File: src/hw/rtl/sha256_pkg.sv
// ----------------------------------------------------------------------------
// SHA-256 package
// Round constants, initial hash values and the round helper functions.
// ----------------------------------------------------------------------------
package sha256_pkg;

  localparam logic [31:0] ROUND_K [64] = '{
    32'h428a2f98, 32'h71374491, 32'hb5c0fbcf, 32'he9b5dba5,
    32'h3956c25b, 32'h59f111f1, 32'h923f82a4, 32'hab1c5ed5,
    32'hd807aa98, 32'h12835b01, 32'h243185be, 32'h550c7dc3,
    32'h72be5d74, 32'h80deb1fe, 32'h9bdc06a7, 32'hc19bf174,
    32'he49b69c1, 32'hefbe4786, 32'h0fc19dc6, 32'h240ca1cc,
    32'h2de92c6f, 32'h4a7484aa, 32'h5cb0a9dc, 32'h76f988da,
    32'h983e5152, 32'ha831c66d, 32'hb00327c8, 32'hbf597fc7,
    32'hc6e00bf3, 32'hd5a79147, 32'h06ca6351, 32'h14292967,
    32'h27b70a85, 32'h2e1b2138, 32'h4d2c6dfc, 32'h53380d13,
    32'h650a7354, 32'h766a0abb, 32'h81c2c92e, 32'h92722c85,
    32'ha2bfe8a1, 32'ha81a664b, 32'hc24b8b70, 32'hc76c51a3,
    32'hd192e819, 32'hd6990624, 32'hf40e3585, 32'h106aa070,
    32'h19a4c116, 32'h1e376c08, 32'h2748774c, 32'h34b0bcb5,
    32'h391c0cb3, 32'h4ed8aa4a, 32'h5b9cca4f, 32'h682e6ff3,
    32'h748f82ee, 32'h78a5636f, 32'h84c87814, 32'h8cc70208,
    32'h90befffa, 32'ha4506ceb, 32'hbef9a3f7, 32'hc67178f2
  };

  localparam logic [31:0] INIT_HASH [8] = '{
    32'h6a09e667, 32'hbb67ae85, 32'h3c6ef372, 32'ha54ff53a,
    32'h510e527f, 32'h9b05688c, 32'h1f83d9ab, 32'h5be0cd19
  };

  localparam logic [7:0] PAD_BYTE = 8'h80;
  localparam logic [5:0] LEN_START = 6'd56;

  typedef logic [31:0] word_t;

  // Control from the sequencer to the round unit.
  typedef struct packed {
    logic       load;   // copy chain value into working variables
    logic       round;  // run one round
    logic [5:0] t;      // round number
    logic       fold;   // add working variables into chain value
    logic       init;   // restore initial hash values
  } rnd_ctrl_t;

  function automatic word_t rotr(word_t x, int n);
    rotr = (x >> n) | (x << (32 - n));
  endfunction

  function automatic word_t ssig0(word_t x);
    ssig0 = rotr(x, 7) ^ rotr(x, 18) ^ (x >> 3);
  endfunction

  function automatic word_t ssig1(word_t x);
    ssig1 = rotr(x, 17) ^ rotr(x, 19) ^ (x >> 10);
  endfunction

  function automatic word_t bsig0(word_t x);
    bsig0 = rotr(x, 2) ^ rotr(x, 13) ^ rotr(x, 22);
  endfunction

  function automatic word_t bsig1(word_t x);
    bsig1 = rotr(x, 6) ^ rotr(x, 11) ^ rotr(x, 25);
  endfunction

endpackage

File: src/hw/rtl/sha256_buf.sv
// ----------------------------------------------------------------------------
// SHA-256 block buffer
// 16 x 32-bit memory that holds one block; written a byte lane at a time,
// read one word at a time through a registered output.
// ----------------------------------------------------------------------------
module sha256_buf
  import sha256_pkg::*;
(
  input  logic       clk,
  input  logic       wr_en,
  input  logic [5:0] wr_addr,
  input  logic [7:0] wr_byte,
  input  logic [3:0] rd_addr,
  output word_t      rd_word
);

  logic [7:0] mem0 [16];
  logic [7:0] mem1 [16];
  logic [7:0] mem2 [16];
  logic [7:0] mem3 [16];

  always_ff @(posedge clk) begin
    if (wr_en) begin
      unique case (wr_addr[1:0])
        2'd0: mem0[wr_addr[5:2]] <= wr_byte;
        2'd1: mem1[wr_addr[5:2]] <= wr_byte;
        2'd2: mem2[wr_addr[5:2]] <= wr_byte;
        default: mem3[wr_addr[5:2]] <= wr_byte;
      endcase
    end
    rd_word <= {mem0[rd_addr], mem1[rd_addr], mem2[rd_addr], mem3[rd_addr]};
  end

endmodule

File: src/hw/rtl/sha256_rnd.sv
// ----------------------------------------------------------------------------
// SHA-256 round unit
// Working variables, rolling message schedule and chaining value; one
// round per cycle while the round control is set.
// ----------------------------------------------------------------------------
module sha256_rnd
  import sha256_pkg::*;
(
  input  logic      clk,
  input  logic      rst,
  input  rnd_ctrl_t ctrl,
  input  word_t     blk_word,
  input  logic [2:0] hash_sel,
  output word_t     hash_word
);

  word_t a, b, c, d, e, f, g, h;
  word_t w [16];
  word_t chain [8];
  word_t wt, t1, t2;

  always_comb begin
    if (ctrl.t < 6'd16) begin
      wt = blk_word;
    end else begin
      wt = ssig1(w[14]) + w[9] + ssig0(w[1]) + w[0];
    end
    t1 = h + bsig1(e) + ((e & f) ^ (~e & g)) + ROUND_K[ctrl.t] + wt;
    t2 = bsig0(a) + ((a & b) ^ (a & c) ^ (b & c));
  end

  always_ff @(posedge clk) begin
    if (ctrl.load) begin
      a <= chain[0]; b <= chain[1]; c <= chain[2]; d <= chain[3];
      e <= chain[4]; f <= chain[5]; g <= chain[6]; h <= chain[7];
    end else if (ctrl.round) begin
      h <= g; g <= f; f <= e; e <= d + t1;
      d <= c; c <= b; b <= a; a <= t1 + t2;
      for (int i = 0; i < 15; i++) w[i] <= w[i+1];
      w[15] <= wt;
    end
  end

  always_ff @(posedge clk) begin
    if (rst || ctrl.init) begin
      for (int i = 0; i < 8; i++) chain[i] <= INIT_HASH[i];
    end else if (ctrl.fold) begin
      chain[0] <= chain[0] + a; chain[1] <= chain[1] + b;
      chain[2] <= chain[2] + c; chain[3] <= chain[3] + d;
      chain[4] <= chain[4] + e; chain[5] <= chain[5] + f;
      chain[6] <= chain[6] + g; chain[7] <= chain[7] + h;
    end
  end

  assign hash_word = chain[hash_sel];

endmodule

File: src/hw/rtl/sha256_byte_stream_hasher_core.sv
// ----------------------------------------------------------------------------
// SHA-256 byte stream hasher
// Absorbs at most one byte per transaction, pads at message end and emits the digest.
// ----------------------------------------------------------------------------
// A byte that neither completes a block nor ends the message leaves the
// input ready. The byte that completes a block, and each padding block, holds
// the input through a buffer read, the rounds through the single round unit
// and a fold. At message end the padding is written into the block buffer
// one byte a cycle, then the digest words leave as eight transactions, index
// 0 first.
module sha256_byte_stream_hasher_core
  import sha256_pkg::*;
(
  input  logic        clk,
  input  logic        rst,
  input  logic        s_tvalid,
  output logic        s_tready,
  input  logic [7:0]  s_tdata,   // [7:0] data_byte
  input  logic        s_tuser,   // byte_present
  input  logic        s_tlast,   // message_end
  output logic        m_tvalid,
  input  logic        m_tready,
  output logic [39:0] m_tdata,   // [31:0] digest_word, [34:32] word_index, rest 0
  output logic        m_tlast    // last_word
);

  typedef enum logic [5:0] {
    ST_IDLE  = 6'b000001,
    ST_LOAD  = 6'b000010,
    ST_ROUND = 6'b000100,
    ST_FOLD  = 6'b001000,
    ST_PAD   = 6'b010000,
    ST_OUT   = 6'b100000
  } state_t;

  state_t     state, state_next;
  logic [5:0] fill;
  logic [63:0] msg_bits;
  logic [6:0] rnd;       // round counter, also pad byte pointer
  logic       at_end;    // padding in progress
  logic       len_done;  // current padding block carries the length
  logic [2:0] out_idx;
  logic       fold_last;
  rnd_ctrl_t  ctrl;
  word_t      blk_word, hash_word;
  logic       wr_en;
  logic [5:0] wr_addr;
  logic [7:0] wr_byte, pad_byte;
  logic       acc, present;

  assign acc     = s_tvalid && s_tready;
  assign present = s_tuser;
  assign s_tready = (state == ST_IDLE);

  // Padding byte at pointer position of the current padding block.
  always_comb begin
    pad_byte = 8'h00;
    if (rnd[5:0] >= LEN_START && len_done) begin
      pad_byte = msg_bits[8*(7 - rnd[2:0]) +: 8];
    end
  end

  always_comb begin
    wr_en   = 1'b0;
    wr_addr = fill;
    wr_byte = s_tdata;
    if (acc && present) begin
      wr_en = 1'b1;
    end else if (state == ST_PAD) begin
      wr_en   = 1'b1;
      wr_addr = rnd[5:0];
      wr_byte = (rnd[5:0] == fill && !fold_last) ? PAD_BYTE : pad_byte;
    end
  end

  sha256_buf u_buf (
    .clk     (clk),
    .wr_en   (wr_en),
    .wr_addr (wr_addr),
    .wr_byte (wr_byte),
    .rd_addr (state == ST_LOAD ? 4'd0 : 4'(rnd[3:0] + 4'd1)),
    .rd_word (blk_word)
  );

  always_comb begin
    ctrl.load  = (state == ST_LOAD);
    ctrl.round = (state == ST_ROUND);
    ctrl.t     = rnd[5:0];
    ctrl.fold  = (state == ST_FOLD);
    ctrl.init  = (state == ST_OUT) && m_tready && (out_idx == 3'd7);
  end

  sha256_rnd u_rnd (
    .clk       (clk),
    .rst       (rst),
    .ctrl      (ctrl),
    .blk_word  (blk_word),
    .hash_sel  (out_idx),
    .hash_word (hash_word)
  );

  always_comb begin
    state_next = state;
    unique case (state)
      ST_IDLE: begin
        if (acc) begin
          if (present && fill == 6'd63) state_next = ST_LOAD;
          else if (s_tlast) state_next = ST_PAD;
        end
      end
      ST_LOAD:  state_next = ST_ROUND;
      ST_ROUND: if (rnd[5:0] == 6'd63) state_next = ST_FOLD;
      ST_FOLD: begin
        if (!at_end) state_next = ST_IDLE;
        else if (len_done) state_next = ST_OUT;
        else state_next = ST_PAD;
      end
      ST_PAD:   if (rnd[5:0] == 6'd63) state_next = ST_LOAD;
      ST_OUT:   if (m_tready && out_idx == 3'd7) state_next = ST_IDLE;
      default:  state_next = ST_IDLE;
    endcase
  end

  always_ff @(posedge clk) begin
    if (rst) begin
      state    <= ST_IDLE;
      fill     <= '0;
      msg_bits <= '0;
      rnd      <= '0;
      at_end   <= 1'b0;
      len_done <= 1'b0;
      out_idx  <= '0;
      fold_last <= 1'b0;
    end else begin
      state <= state_next;
      unique case (state)
        ST_IDLE: begin
          if (acc) begin
            // Padding starts right after the last byte of the message.
            rnd <= {1'b0, (present ? fill + 6'd1 : fill)};
            if (present) begin
              fill     <= fill + 6'd1;
              msg_bits <= msg_bits + 64'd8;
            end
            at_end    <= s_tlast;
            fold_last <= 1'b0;
            // Length fits in this block when the 0x80 lands before byte 56.
            len_done  <= ((present ? fill + 6'd1 : fill) < LEN_START)
                         && !(present && fill == 6'd63);
          end else begin
            rnd <= '0;
          end
        end
        ST_LOAD:  rnd <= '0;
        ST_ROUND: rnd <= rnd + 7'd1;
        ST_FOLD: begin
          rnd <= '0;
          if (at_end && !len_done) begin
            // Full block done with end pending: the 0x80 goes at fill.
            len_done <= (fold_last || fill == 6'd0) ? 1'b1 : 1'b0;
          end else if (at_end) begin
            fold_last <= 1'b1;
          end
        end
        ST_PAD: begin
          rnd <= rnd + 7'd1;
          if (rnd[5:0] == 6'd63) begin
            if (!len_done) begin
              fold_last <= 1'b1;
              len_done  <= 1'b0;
            end
          end
        end
        ST_OUT: begin
          if (m_tready) begin
            out_idx <= out_idx + 3'd1;
            if (out_idx == 3'd7) begin
              fill     <= '0;
              msg_bits <= '0;
              at_end   <= 1'b0;
              fold_last <= 1'b0;
              len_done <= 1'b0;
            end
          end
        end
        default: ;
      endcase
    end
  end

  assign m_tvalid = (state == ST_OUT);
  assign m_tdata  = {5'd0, out_idx, hash_word};
  assign m_tlast  = (out_idx == 3'd7);

  a_ready_idle: assert property (@(posedge clk) disable iff (rst)
    s_tready |-> !m_tvalid) else $error("input ready while digest pending");
  a_out_order: assert property (@(posedge clk) disable iff (rst)
    (m_tvalid && m_tready && !m_tlast) |=> m_tvalid)
    else $error("digest burst broken");
  a_round_count: assert property (@(posedge clk) disable iff (rst)
    (state == ST_LOAD) |=> (state == ST_ROUND && rnd == 7'd0))
    else $error("round sequence out of step");

endmodule
File: config.mk
export PLATFORM = sky130hd
export DESIGN_NAME = sha256_byte_stream_hasher_core
export DESIGN_NICKNAME = d
export VERILOG_FILES = /design/src/hw/rtl/sha256_pkg.sv /design/src/hw/rtl/sha256_buf.sv /design/src/hw/rtl/sha256_rnd.sv /design/src/hw/rtl/sha256_byte_stream_hasher_core.sv
export SDC_FILE = /design/constraint.sdc
export NUM_CORES = 2
export LEC_CHECK = 0
export BUFFER_PORTS_ARGS = -buffer_cell sky130_fd_sc_hd__buf_2
export CAP_MARGIN = 10
export CORE_MARGIN = 3
export CORE_UTILIZATION = 45
export DETAILED_ROUTE_END_ITERATION = 16
export HOLD_SLACK_MARGIN = 0.03
export PLACE_DENSITY = 0.58
export SYNTH_ARGS = -nofsm -noshare
export SYNTH_HDL_FRONTEND = slang
export SYNTH_HIERARCHICAL = 1
export SYNTH_SLANG_ARGS = --single-unit
File: constraint.sdc
create_clock -name clk -period 59.6 [get_ports clk]
set_input_delay 8.94 -clock clk [delete_from_list [all_inputs] [get_ports clk]]
set_output_delay 8.94 -clock clk [all_outputs]
set_load 0.01 [all_outputs]
==> results.md <==
- Crit path kind: register to output port
- Initial antenna violation count: 8
- Reg2reg path depth: 41
- Yosys top cell by area: edfxtp_1
- Synth top area share: 0.511
- Clk_skew: 61.5 ps
- Htree depth: 4
- Post-route ant nets: 0
- Non-filler instance count after layout: 9948
- DP Area: 93500 um2
- Worst slew margin: 0.185
- Setup crit end kind: output port
- CP arrival: 3590 ps
- Worst-path maximum fanout: 38
- Setup TNS: 0 ps
- Post-synth EDFFs: 1536
- Outcome: finished, final reports clean
- Dpl hpwl: 182000 um
- Slowest-stage cell, CP: dfxtp_4
- Gpl congestion: 0.945
- Die ar.: 206000 um2
- Final core occ: 0.503
- Cell Chain, Critical Path: buf_4, mux4_2, mux2_2, buf_2
- Worst-path clk slew: 60 ps
- CTS max path bufs: 3
- # nets final: 7758
- Post-layout min period: 12530 ps
- Leakage: 35.0 nW
- Num ports: 57
- Max Cap Viol: 0
- PostCTS Resize Cnt: 0
- Worst hold path type: register to register
- Synth top area cells: edfxtp_1, ha_1, mux4_2
- Pre-CTS setup slack: 47470 ps
- Via count: 58.7k
- All-Layer GR Usage: 0.243
- GR Layer Usage met2: 0.371
- Max IR drop VDD: 0.0694 mV
- Pwr Total: 5.05 mW
- Root Driver: clkbuf_16
- Final wirelength: 254000 um
- Hold depth: 0
- Sequential share of the synthesized area: 0.536
- CP peak stage delay: 780 ps
- I/O Buffers: 51
- Reg2reg setup slack: 48140 ps
- Worst skew pair latency: 870 ps
- Total of warnings raised by yosys: 6
- Grt total ovfl: 0
- Required @ worst endpoint: 50660 ps
- Initial core utilization: 0.455
- Hold Startpoint: u_rnd/w[0][96]
- Commonest cells in the netlist: edfxtp_1, nand2_1, nor2_1
- Share of cells above drive strength 1: 0.132
- Most numerous cell in the Yosys netlist: edfxtp_1
- Met3 Track Usage GR: 0.0372
- First-pass GRT wire length: 375000 um
- Max frequency: 79.8 MHz
- Sink Count: 1653
- Fin crit share: 0.210
- CTS tree: built
- DR vias/cell: 5.90
- Crit start category: register
- FF-to-FF End: u_rnd/a[30]
- Die Y: 454 um
- Mean Syn Cell Area: 12.7 um2
- Global route hottest layer: met2
- P per Cell Area: 50.6 nW/um2
- Synth cell types: 105
- WL/cell: 25.5 um
- Final hold violations: 0
- Met1 Track Usage GR: 0.360
- FP Rows: 163
- Largest net degree at the start of global routing: 144
- RSZ-0062 raised after global routing: no
- Post-synth top flop: edfxtp_1
- Worst R2R Start: u_rnd/w[0][51]
- Placed cells: 9612
- DRC viols: 0
- Post-CTS setup buffer count: 0
- Total CTS buffers: 179
- Fin Hold WS: 402 ps
- Hold endpoint: u_rnd/w[0][64]
- Die Span X: 454 um
- Area growth syn-to-layout: 10.5%
- Async set-reset flop share out of synthesis: 0
- Cts hold-fix bufs: 0
- TritonRoute pass-1 iters: 6
- Iter 0 DRT Violations: 6590
- Post-synthesis cell count: 7129
- Synthesized area: 90300 um2
- Worst setup margin: 47070 ps
- Final setup vio count: 0
- Synth Register Bits: 1653
- Worst-Margin Slew: 1220 ps
- Core Region: 198000 um2
- Vias in the first global route: 56.7k
- Final Max Slew Viols: 0
- Final Instance Area: 99900 um2
worst max-delay path by stage:
| stage | from | to | cells after the start |
|---|---|---|---|
| global placement | rst | u_rnd/chain[4][3] | 4 |
| floorplan | state[3] | u_rnd/w[0][0] | 7 |
| CTS | out_idx[0] | m_tdata[4] | 4 |
| detailed placement | rst | u_rnd/chain[4][5] | 4 |
| finish | out_idx[0] | m_tdata[4] | 4 |
| global route | out_idx[0] | m_tdata[4] | 4 |
flip-flops by register name, indices dropped and copies added, names as in the netlist, 32 cells and up:
signal         count
u_buf/mem1       128
u_rnd/f           32
u_rnd/w          512
u_rnd/e           32
u_buf/mem2       128
u_rnd/b           32
msg_bits          61
u_buf/mem0       128
u_rnd/g           32
u_rnd/a           32
u_rnd/h           32
u_rnd/c           32
u_buf/mem3       128
u_rnd/chain      256
u_rnd/d           32
u_buf/rd_word     32
routing by layer:
metal | vias to the layer above | routed length (um) | part of all wire
met3 | 335 | 17800 | 0.070
li1 | 26700 | - | -
met4 | 0 | 7490 | 0.030
met5 | - | 0 | 0
met1 | 29400 | 115000 | 0.45
met2 | 2298 | 113000 | 0.45
placed cells by master, fill, tap and decap left out, types with 26 or more instances in the layout:
cell type,Yosys,routed
o21a_1,57,57
o211ai_1,34,34
edfxtp_1,1536,1536
mux4_2,210,210
or4_1,44,44
buf_2,17,51
buf_4,16,78
nor3_1,102,102
xnor2_1,362,362
a31oi_1,56,56
or3_1,50,49
nand2b_1,55,55
a21o_1,177,177
inv_1,423,423
mux2_2,236,236
o31ai_1,64,64
dfxtp_1,117,108
nand3_1,97,97
a211oi_1,34,34
and3_1,50,50
bufinv_16,0,28
clkbuf_16,0,179
nor3b_1,27,26
a21oi_1,397,396
nor2b_1,61,57
nand4_1,51,51
xor2_1,211,211
mux2i_1,66,66
fa_1,195,195
clkinv_2,0,29
nor2_1,434,430
or2_2,34,33
ha_1,395,395
o21bai_1,51,51
nand2_1,482,480
clkbuf_1,206,31
o21ai_0,352,348
a22oi_1,70,70
worst max-delay path, delay by kind of cell, from the launching register on:
kind / cells / cell delay [ps]
buffers and inverters: 2 / 920
flip-flops: 1 / 780
multiplexers: 2 / 960
layout make-up:
| type | count | area, um2 |
|---|---|---|
| clock inverters | 120 | 1720 |
| clock buffers | 213 | 4630 |
| inverters | 427 | 1600 |
| flip-flops and latches | 1653 | 48500 |
| multi-input cells | 4761 | 39200 |
| fillers | 17100 | 98600 |
| repair buffers | 132 | 886 |
| well taps | 2640 | 3300 |
| diodes | 2 | 5.00 |
power breakdown:
part | internal, mW | switching, mW
clock | 0.687 | 0.495
sequential | 1.41 | 0.0225
combinational | 0.991 | 1.44
kinds of logic after synthesis:
group | after synthesis | synth area share
AOI/OAI and AO/OA | 1489 | 0.105
other | 1 | 0.0000415
buffers and inverters | 719 | 0.0309
DFF | 1653 | 0.536
xor gates and xnor gates | 575 | 0.0561
muxes | 512 | 0.0891
adders and majority gates | 593 | 0.0983
and+or+nand+nor | 1587 | 0.0846
(Power assumes the default switching activity.)
